<file path="src/sv/jbr_pkg.sv">
// shared constants, types and crc function of the controller responder
`default_nettype none
package jbr_pkg;

   localparam int PAK_BLOCK_BYTES = 32;
   localparam int GAME_ID_BYTES   = 10;
   localparam int IDX_W           = 6;
   localparam int CSR_ADDR_W      = 4;

   localparam logic [7:0]  CRC_POLY      = 8'h85;
   localparam logic [15:0] ADDR_MASK     = 16'hFFE0;
   localparam logic [7:0]  ID_FILL       = 8'h80;
   localparam logic [7:0]  PAK_CHANGED   = 8'h02;

   localparam logic [7:0]  CMD_PROBE     = 8'h00;
   localparam logic [7:0]  CMD_POLL      = 8'h01;
   localparam logic [7:0]  CMD_READ      = 8'h02;
   localparam logic [7:0]  CMD_WRITE     = 8'h03;
   localparam logic [7:0]  CMD_GAME_ID   = 8'h1D;
   localparam logic [7:0]  CMD_RESET     = 8'hFF;

   localparam logic [1:0]  REG_DEVICE_TYPE    = 2'd0;
   localparam logic [1:0]  REG_PRESENT_STATUS = 2'd1;
   localparam logic [1:0]  REG_RUMBLE_ADDRESS = 2'd2;

   localparam logic [15:0] DEVICE_TYPE_RESET    = 16'h0500;
   localparam logic [7:0]  PRESENT_STATUS_RESET = 8'h01;
   localparam logic [15:0] RUMBLE_ADDRESS_RESET = 16'hC000;

   typedef enum logic [1:0] {
      JOB_BYTES,
      JOB_READ,
      JOB_CRC
   } job_kind_type;

   typedef struct packed {
      job_kind_type kind;
      logic [1:0]   len_m1;
      logic [31:0]  word;
      logic         rumble;
   } job_type;

   typedef struct packed {
      logic [7:0] tx_byte;
      logic       last_byte;
      logic       rumble_on;
   } rsp_type;

   typedef struct packed {
      logic [15:0] device_type;
      logic [7:0]  present_status;
      logic [15:0] rumble_address;
   } cfg_type;

   function automatic logic [7:0] crc_shift_byte(input logic [7:0] crc,
                                                 input logic [7:0] b);
      logic [7:0] c;
      logic [7:0] tap;
      c = crc;
      for (int j = 7; j >= 0; j--) begin
         tap = c[7] ? CRC_POLY : 8'h00;
         c   = {c[6:0], b[j]} ^ tap;
      end
      return c;
   endfunction

endpackage
`default_nettype wire

</file>
<file path="src/sv/jbr_front.sv">
// frame decoder: takes received bytes and timeouts, issues reply jobs
`default_nettype none
module jbr_front (
   input  wire logic            clock,
   input  wire logic            reset,
   input  wire logic            accept,
   input  wire logic            func,
   input  wire logic [7:0]      rx_byte,
   input  wire logic [31:0]     report_word,
   input  wire jbr_pkg::cfg_type cfg,
   output logic                 job_push,
   output jbr_pkg::job_type     job
);
   import jbr_pkg::*;

   typedef enum logic [2:0] {
      PH_IDLE,
      PH_READ,
      PH_WRITE,
      PH_GAME_ID,
      PH_DISCARD
   } phase_type;

   phase_type        phase_ff, phase_in;
   logic [IDX_W-1:0] index_ff, index_in;
   logic [15:0]      addr_ff, addr_in;
   logic [7:0]       crc_ff, crc_in;
   logic             nonzero_ff, nonzero_in;
   logic             shown_ff, shown_in;
   logic             rumble_ff, rumble_in;

   logic [7:0]  crc_step;
   logic        nonzero_step;
   logic [15:0] rd_addr;
   logic        rd_hit;
   logic        wr_hit;
   logic        rumble_step;

   assign crc_step     = crc_shift_byte(crc_ff, rx_byte);
   assign nonzero_step = nonzero_ff | (rx_byte != 8'h00);
   assign rd_addr      = {addr_ff[7:0], rx_byte};
   assign rd_hit       = (rd_addr & ADDR_MASK) == cfg.rumble_address;
   assign wr_hit       = (addr_ff & ADDR_MASK) == cfg.rumble_address;
   assign rumble_step  = wr_hit ? nonzero_step : rumble_ff;

   always_comb begin
      phase_in   = phase_ff;
      index_in   = index_ff;
      addr_in    = addr_ff;
      crc_in     = crc_ff;
      nonzero_in = nonzero_ff;
      shown_in   = shown_ff;
      rumble_in  = rumble_ff;
      job_push   = 1'b0;
      job.kind   = JOB_BYTES;
      job.len_m1 = 2'd0;
      job.word   = report_word;
      job.rumble = rumble_ff;
      if (accept) begin
         if (func) begin
            phase_in = PH_IDLE;
            index_in = '0;
         end else begin
            unique case (phase_ff)
               PH_IDLE: begin
                  index_in = '0;
                  unique case (rx_byte)
                     CMD_RESET: begin
                        job_push   = 1'b1;
                        job.len_m1 = 2'd2;
                        job.word   = {cfg.device_type,
                                      shown_ff ? (cfg.present_status | PAK_CHANGED) : 8'h00,
                                      8'h00};
                        shown_in   = 1'b0;
                     end
                     CMD_PROBE: begin
                        job_push   = 1'b1;
                        job.len_m1 = 2'd2;
                        job.word   = {cfg.device_type,
                                      shown_ff ? cfg.present_status : 8'h00, 8'h00};
                     end
                     CMD_POLL: begin
                        job_push   = 1'b1;
                        job.len_m1 = 2'd3;
                        job.word   = report_word;
                        shown_in   = 1'b1;
                     end
                     CMD_READ: begin
                        phase_in = PH_READ;
                        addr_in  = '0;
                     end
                     CMD_WRITE: begin
                        phase_in   = PH_WRITE;
                        addr_in    = '0;
                        crc_in     = '0;
                        nonzero_in = 1'b0;
                     end
                     CMD_GAME_ID: phase_in = PH_GAME_ID;
                     default:     phase_in = PH_DISCARD;
                  endcase
               end
               PH_READ: begin
                  addr_in  = rd_addr;
                  index_in = index_ff + IDX_W'(1);
                  if (index_ff != '0) begin
                     job_push = 1'b1;
                     job.kind = JOB_READ;
                     job.word = {rd_hit ? 8'h00 : ID_FILL, 24'h000000};
                     phase_in = PH_IDLE;
                     index_in = '0;
                  end
               end
               PH_WRITE: begin
                  index_in = index_ff + IDX_W'(1);
                  if (index_ff < IDX_W'(2)) begin
                     addr_in = {addr_ff[7:0], rx_byte};
                  end else begin
                     crc_in     = crc_step;
                     nonzero_in = nonzero_step;
                     if (index_ff == IDX_W'(PAK_BLOCK_BYTES + 1)) begin
                        rumble_in  = rumble_step;
                        job_push   = 1'b1;
                        job.kind   = JOB_CRC;
                        job.word   = {crc_step, 24'h000000};
                        job.rumble = rumble_step;
                        phase_in   = PH_IDLE;
                        index_in   = '0;
                     end
                  end
               end
               PH_GAME_ID: begin
                  index_in = index_ff + IDX_W'(1);
                  if (index_ff >= IDX_W'(GAME_ID_BYTES - 1)) begin
                     phase_in = PH_IDLE;
                     index_in = '0;
                  end
               end
               PH_DISCARD: phase_in = PH_DISCARD;
               default: begin
                  phase_in = PH_IDLE;
                  index_in = '0;
               end
            endcase
         end
      end
   end

   always_ff @(posedge clock) begin
      if (reset) begin
         phase_ff   <= PH_IDLE;
         index_ff   <= '0;
         addr_ff    <= '0;
         crc_ff     <= '0;
         nonzero_ff <= 1'b0;
         shown_ff   <= 1'b0;
         rumble_ff  <= 1'b0;
      end else begin
         phase_ff   <= phase_in;
         index_ff   <= index_in;
         addr_ff    <= addr_in;
         crc_ff     <= crc_in;
         nonzero_ff <= nonzero_in;
         shown_ff   <= shown_in;
         rumble_ff  <= rumble_in;
      end
   end

endmodule
`default_nettype wire

</file>
<file path="src/sv/jbr_job_queue.sv">
// two-entry queue of reply jobs between decoder and reply generator
`default_nettype none
module jbr_job_queue (
   input  wire logic             clock,
   input  wire logic             reset,
   input  wire logic             push,
   input  wire jbr_pkg::job_type push_job,
   output logic                  full,
   output logic                  empty,
   input  wire logic             pop,
   output jbr_pkg::job_type      head_job
);
   import jbr_pkg::*;

   job_type    ent_ff [2];
   logic       wr_ff, wr_in;
   logic       rd_ff, rd_in;
   logic [1:0] count_ff, count_in;
   logic       do_push;
   logic       do_pop;

   assign full     = count_ff == 2'd2;
   assign empty    = count_ff == 2'd0;
   assign do_push  = push && !full;
   assign do_pop   = pop && !empty;
   assign head_job = ent_ff[rd_ff];

   always_comb begin
      wr_in    = do_push ? ~wr_ff : wr_ff;
      rd_in    = do_pop ? ~rd_ff : rd_ff;
      count_in = count_ff + {1'b0, do_push} - {1'b0, do_pop};
   end

   always_ff @(posedge clock) begin
      if (reset) begin
         wr_ff    <= 1'b0;
         rd_ff    <= 1'b0;
         count_ff <= 2'd0;
      end else begin
         wr_ff    <= wr_in;
         rd_ff    <= rd_in;
         count_ff <= count_in;
      end
   end

   always_ff @(posedge clock) begin
      if (do_push) begin
         ent_ff[wr_ff] <= push_job;
      end
   end

endmodule
`default_nettype wire

</file>
<file path="src/sv/jbr_back.sv">
// reply generator: expands jobs into reply bytes and holds the result queue
`default_nettype none
module jbr_back (
   input  wire logic             clock,
   input  wire logic             reset,
   input  wire logic             job_valid,
   input  wire jbr_pkg::job_type job,
   output logic                  job_pop,
   output logic                  rsp_empty,
   input  wire logic             rsp_pop,
   output jbr_pkg::rsp_type      rsp
);
   import jbr_pkg::*;

   logic             busy_ff, busy_in;
   job_kind_type     kind_ff, kind_in;
   logic [IDX_W-1:0] cnt_ff, cnt_in;
   logic [31:0]      word_ff, word_in;
   logic [7:0]       crc_ff, crc_in;
   logic             rumble_ff, rumble_in;

   rsp_type    ent_ff [2];
   logic       wr_ff, rd_ff;
   logic [1:0] count_ff;

   logic       out_full;
   logic       emit;
   logic       emit_last;
   logic [7:0] emit_byte;
   logic       out_pop;

   assign out_full = count_ff == 2'd2;
   assign emit     = busy_ff && !out_full;
   assign out_pop  = rsp_pop && (count_ff != 2'd0);
   assign job_pop  = job_valid && (!busy_ff || (emit && emit_last));

   always_comb begin
      case (kind_ff)
         JOB_BYTES: begin
            emit_byte = word_ff[31:24];
            emit_last = cnt_ff == '0;
         end
         JOB_READ: begin
            if (cnt_ff == IDX_W'(PAK_BLOCK_BYTES)) begin
               emit_byte = crc_shift_byte(crc_ff, 8'h00);
               emit_last = 1'b1;
            end else begin
               emit_byte = word_ff[31:24];
               emit_last = 1'b0;
            end
         end
         JOB_CRC: begin
            emit_byte = crc_shift_byte(word_ff[31:24], 8'h00);
            emit_last = 1'b1;
         end
         default: begin
            emit_byte = word_ff[31:24];
            emit_last = 1'b1;
         end
      endcase
   end

   always_comb begin
      busy_in   = busy_ff;
      kind_in   = kind_ff;
      cnt_in    = cnt_ff;
      word_in   = word_ff;
      crc_in    = crc_ff;
      rumble_in = rumble_ff;
      if (job_pop) begin
         busy_in   = 1'b1;
         kind_in   = job.kind;
         cnt_in    = (job.kind == JOB_BYTES) ? IDX_W'(job.len_m1) : '0;
         word_in   = job.word;
         crc_in    = 8'h00;
         rumble_in = job.rumble;
      end else if (emit) begin
         if (emit_last) begin
            busy_in = 1'b0;
         end else if (kind_ff == JOB_READ) begin
            cnt_in = cnt_ff + IDX_W'(1);
            crc_in = crc_shift_byte(crc_ff, word_ff[31:24]);
         end else begin
            cnt_in  = cnt_ff - IDX_W'(1);
            word_in = {word_ff[23:0], 8'h00};
         end
      end
   end

   always_ff @(posedge clock) begin
      if (reset) begin
         busy_ff  <= 1'b0;
         kind_ff  <= JOB_BYTES;
         cnt_ff   <= '0;
         wr_ff    <= 1'b0;
         rd_ff    <= 1'b0;
         count_ff <= 2'd0;
      end else begin
         busy_ff  <= busy_in;
         kind_ff  <= kind_in;
         cnt_ff   <= cnt_in;
         wr_ff    <= emit ? ~wr_ff : wr_ff;
         rd_ff    <= out_pop ? ~rd_ff : rd_ff;
         count_ff <= count_ff + {1'b0, emit} - {1'b0, out_pop};
      end
   end

   always_ff @(posedge clock) begin
      word_ff   <= word_in;
      crc_ff    <= crc_in;
      rumble_ff <= rumble_in;
      if (emit) begin
         ent_ff[wr_ff] <= '{tx_byte: emit_byte, last_byte: emit_last, rumble_on: rumble_ff};
      end
   end

   assign rsp_empty = count_ff == 2'd0;
   assign rsp       = ent_ff[rd_ff];

endmodule
`default_nettype wire

</file>
<file path="src/sv/joybus_controller_responder.sv">
// top level of the controller responder: register port, decoder, job queue, reply generator
//
//   channel   direction  handshake              payload
//   req       in         req_push / req_full    func, rx_byte, report_word
//   rsp       out        rsp_pop / rsp_empty    tx_byte, last_byte, rumble_on
//   csr       in/out     psel, penable, pready  paddr, pwdata, prdata
//
// one item is decoded per cycle unless the job queue is full; a reply leaves at one byte
// per cycle from the generator while the result queue has room; a read reply is 33 bytes,
// status 3, report 4, write crc 1; a two-entry job queue lets the decoder keep taking items
// while a long reply drains; reset clears all frame state and both queues
`default_nettype none
module joybus_controller_responder (
   input  wire logic                          clock,
   input  wire logic                          reset,
   input  wire logic                          req_push,
   output logic                               req_full,
   input  wire logic                          req_func,
   input  wire logic [7:0]                    req_rx_byte,
   input  wire logic [31:0]                   req_report_word,
   output logic                               rsp_empty,
   input  wire logic                          rsp_pop,
   output logic [7:0]                         rsp_tx_byte,
   output logic                               rsp_last_byte,
   output logic                               rsp_rumble_on,
   input  wire logic                          csr_psel,
   input  wire logic                          csr_penable,
   input  wire logic                          csr_pwrite,
   input  wire logic [jbr_pkg::CSR_ADDR_W-1:0] csr_paddr,
   input  wire logic [31:0]                   csr_pwdata,
   output logic [31:0]                        csr_prdata,
   output logic                               csr_pready
);
   import jbr_pkg::*;

   cfg_type    cfg_ff;
   logic [1:0] reg_index;
   logic       csr_write;
   logic       accept;
   logic       job_push;
   job_type    job_in_q;
   job_type    job_head;
   logic       job_empty;
   logic       job_pop;
   rsp_type    rsp;

   assign csr_pready = 1'b1;
   assign reg_index  = csr_paddr[3:2];
   assign csr_write  = csr_psel && csr_penable && csr_pwrite && csr_pready;

   always_ff @(posedge clock) begin
      if (reset) begin
         cfg_ff.device_type    <= DEVICE_TYPE_RESET;
         cfg_ff.present_status <= PRESENT_STATUS_RESET;
         cfg_ff.rumble_address <= RUMBLE_ADDRESS_RESET;
      end else if (csr_write) begin
         unique case (reg_index)
            REG_DEVICE_TYPE:    cfg_ff.device_type    <= csr_pwdata[15:0];
            REG_PRESENT_STATUS: cfg_ff.present_status <= csr_pwdata[7:0];
            REG_RUMBLE_ADDRESS: cfg_ff.rumble_address <= csr_pwdata[15:0];
            default:            cfg_ff <= cfg_ff;
         endcase
      end
   end

   always_comb begin
      unique case (reg_index)
         REG_DEVICE_TYPE:    csr_prdata = {16'h0000, cfg_ff.device_type};
         REG_PRESENT_STATUS: csr_prdata = {24'h000000, cfg_ff.present_status};
         REG_RUMBLE_ADDRESS: csr_prdata = {16'h0000, cfg_ff.rumble_address};
         default:            csr_prdata = 32'h00000000;
      endcase
   end

   assign accept = req_push && !req_full;

   jbr_front u_front (
      .clock       (clock),
      .reset       (reset),
      .accept      (accept),
      .func        (req_func),
      .rx_byte     (req_rx_byte),
      .report_word (req_report_word),
      .cfg         (cfg_ff),
      .job_push    (job_push),
      .job         (job_in_q)
   );

   jbr_job_queue u_job_queue (
      .clock    (clock),
      .reset    (reset),
      .push     (job_push),
      .push_job (job_in_q),
      .full     (req_full),
      .empty    (job_empty),
      .pop      (job_pop),
      .head_job (job_head)
   );

   jbr_back u_back (
      .clock     (clock),
      .reset     (reset),
      .job_valid (!job_empty),
      .job       (job_head),
      .job_pop   (job_pop),
      .rsp_empty (rsp_empty),
      .rsp_pop   (rsp_pop),
      .rsp       (rsp)
   );

   assign rsp_tx_byte   = rsp.tx_byte;
   assign rsp_last_byte = rsp.last_byte;
   assign rsp_rumble_on = rsp.rumble_on;

endmodule
`default_nettype wire

</file>
<file path="config.mk">
export PLATFORM = sky130hd
export DESIGN_NAME = joybus_controller_responder
export DESIGN_NICKNAME = d
export VERILOG_FILES = /design/src/sv/jbr_pkg.sv /design/src/sv/jbr_front.sv /design/src/sv/jbr_job_queue.sv /design/src/sv/jbr_back.sv /design/src/sv/joybus_controller_responder.sv
export SDC_FILE = /design/constraint.sdc
export NUM_CORES = 1
export LEC_CHECK = 0
export BUFFER_PORTS_ARGS = -buffer_cell sky130_fd_sc_hd__buf_2
export CAP_MARGIN = 30
export CORE_UTILIZATION = 63
export DETAILED_ROUTE_END_ITERATION = 16
export HOLD_SLACK_MARGIN = 0.1
export PLACE_DENSITY_LB_ADDON = 0.3
export SLEW_MARGIN = 0
export SYNTH_ARGS = -nofsm -noshare
export SYNTH_HDL_FRONTEND = slang
export SYNTH_SLANG_ARGS = --single-unit
</file>
<file path="constraint.sdc">
create_clock -name clock -period 7.5 [get_ports clock]
set_input_delay 0.75 -clock clock [delete_from_list [all_inputs] [get_ports clock]]
set_output_delay 0.75 -clock clock [all_outputs]
set_load 0.1 [all_outputs]
</file>
==> results.toml <==
[route]
wl_per_cell_um = 18.2
antenna_left = 0
drc = 0
via_per_inst = 5.88
firstDrtPassIters = 5
wl_um = 25000
drt-initial-drc-count = 665
vias = 8067

[placed_design]
pre_cts_slack_ns = 4.17
portBuffers = 93
place_hpwl_um = 16800
gp_congestion = 0.935
dp.cells = 1327

[logic_synthesis]
ys.warnings.count = 0
yosysSeqAreaShare_pct = 52.7
synth-async-reset-ratio_pct = 0
synth_area_mm2 = 0.0111
ys_ff_latch = 230
synth_edf_count = 127
synthFlopType = "edfxtp_1"
syn_area_per_cell_um2 = 10.4
synthCells = 1067
ys_types = 73

[cts]
cts_made_buffers = 24
holdBufCountCts = 0
cts.sinks = 230
cts_resized = 0
root_buffer = "clkbuf_16"
tritoncts = "yes"
cts_max_level = 1
clk_latency_ns = 0.52
clkTransAtPathRegs_ns = 0.06
clockBufferDepth = 3
postCtsSetupBuffers = 0

[grt]
grt_usage_pct = 28.1
grt_pass1_wl_um = 39900
grt_max_degree = 98
overflow = 0
antenna_found_initial = 1
grt_pass1_vias = 7753

[pwr]
cellPowerDensity_mw_per_mm2 = 360
p_total_mw = 4.49
ir_drop_mv = 0.324
p_leak_nw = 4.65

[layout]
drive_above_1_share_pct = 16.0
multi_input_area_mm2 = 0.00481
final_core_util_pct = 72.0
syn_to_final_growth_pct = 11.8
final_common_cell = "edfxtp_1"
regArea_mm2 = 0.00588
n_fill_cell = 1267
final_cell_mix = "edfxtp_1, nor2_1, nand2_1"
fin_nets = 1229
final_cell_count_no_fill = 1373

[worst_setup_path]
path_class = "primary input to primary output"
ff2ff_path_depth = 6
cp.arrival_ns = 2.39
crit_required_ns = 6.75
end_kind = "primary output"
path_cells = "buf_2, nor2b_1, nand2_1, o21ai_0, buf_2"
cpMaxStageDelayCell = "nor2b_1"
cpPeakStageDelay_ns = 0.52
path_max_fanout = 21
startpoint_type = "primary input"
cpMostUsedCell = "buf_2"

[timing]
period_share_pct = 41.8
setup_ws_ns = 4.36
period_minus_slack_ns = 3.14
hold_viol = 0
max_freq_mhz = 319
worstMarginPinSlew_ns = 0.999
tns_ns = 0
maxSlewViolCount = 0
slew_headroom_pct = 33.4
skew_ns = 0.0104
setup_viol_count_final = 0
rsz0062_at_grt = "false"

[floorplan]
die_h_um = 135
dieArea_mm2 = 0.0182
core_mm2 = 0.0173
io_pins = 129
initial_core_util_pct = 64.4
die_x_um = 135
placementRows = 48

[outcome]
status = "finished clean"

[min_path]
min_path_type = "primary input to register"
min_path_cells = 3

[job]
cap_violations = 0
-- where the power goes --
group | internal [mW] | switching (mW)
Sequential | 1.61 | 0.145
Clock | 0.693 | 0.496
Combinational | 0.546 | 1.00
Total | 2.84 | 1.64
-- Yosys cell counts, drive strengths merged (3+ instances only) --
master | count | share of area [%]
a2111oi | 3 | 0.30
a211oi | 9 | 0.65
a21o | 5 | 0.34
a21oi | 77 | 3.5
a221o | 7 | 0.63
a22o | 9 | 0.71
a2bb2oi | 8 | 0.63
a31oi | 4 | 0.22
a32o | 7 | 0.63
and2 | 11 | 0.62
and3 | 5 | 0.28
buf | 41 | 2.5
clkbuf | 44 | 1.5
dfxtp | 103 | 18
edfxtp | 127 | 34
ha | 15 | 1.7
inv | 23 | 0.77
mux2 | 15 | 1.5
mux2i | 65 | 5.8
nand2 | 104 | 3.5
nand2b | 19 | 1.1
nand3 | 26 | 1.2
nand3b | 7 | 0.47
nand4 | 8 | 0.45
nor2 | 113 | 3.8
nor2b | 8 | 0.45
nor3 | 10 | 0.49
nor3b | 4 | 0.27
nor4 | 11 | 0.62
o21ai | 42 | 1.9
or3 | 8 | 0.45
or4 | 5 | 0.37
xnor2 | 62 | 4.9
xor2 | 30 | 2.4
-- layout make-up --
cell class,instances,area share (%)
diodes,1,0.0201
multi-input cells,744,38.6
clock buffers,31,5.60
repair buffers,106,4.84
well taps,225,2.26
flip-flops and latches,230,47.2
inverters,23,0.693
clock inverters,13,0.843
-- kinds of logic (layout without fill, tap and decap cells) --
logic type	count (synthesis)	count (layout)	synth area share [%]
simple gates	343	343	14.3
other cells	2	18	0.0674
buf+inv	108	173	4.80
mux	80	80	7.35
flops	230	230	52.7
xor+xnor	93	93	7.57
compound gates	195	195	11.4
fa+ha+maj	16	16	1.86
-- stage by stage --
stage	hold WS, ns	cell area (um2)
floorplan	0.421	11200
global placement	0.442	11600
detailed placement	0.440	11600
CTS	0.448	12400
global route	0.466	12500
finish	0.455	12500
-- flip-flops by register name, indices dropped and copies added, names as in the netlist, 3 cells and up, named ones only --
name	flops
cfg_ff	40
u_back.ent_ff	20
u_front.phase_ff	3
u_back.crc_ff	8
u_job_queue.ent_ff	74
u_back.cnt_ff	6
u_front.addr_ff	16
u_front.index_ff	6
u_back.word_ff	32
u_front.crc_ff	8
-- path summary, 6_finish.rpt --
| check | start | endpoint | slack (ns) |
|---|---|---|---|
| worst max-delay path | csr_paddr[2] | csr_prdata[6] | 4.36 |
| worst max register to register | u_job_queue.count_ff[0] | u_job_queue.ent_ff[0][4] | 4.39 |
| worst min register to register | u_back.rumble_ff | u_back.ent_ff[1][0] | 0.45 |
| worst min-delay path | csr_pwdata[8] | cfg_ff[32] | 0.45 |
-- layer usage --
metal	routed length, um	global-route usage (%)	vias to the layer above	part of all wire (%)
met5	0	0	-	0
met4	762	9.36	0	3.0
met3	1390	3.87	55	5.5
met2	12500	47.5	250	50
met1	10400	37.3	3891	42
li1	-	-	3871	-
-- worst max-delay path: cells and delay by family --
kind	cells	cell delay, ns
buffers and inverters	2	0.87
AND/OR/NAND/NOR	2	0.63
AO/OA/AOI/OAI	1	0.14
No activity file was read; power rests on OpenSTA's default activity.
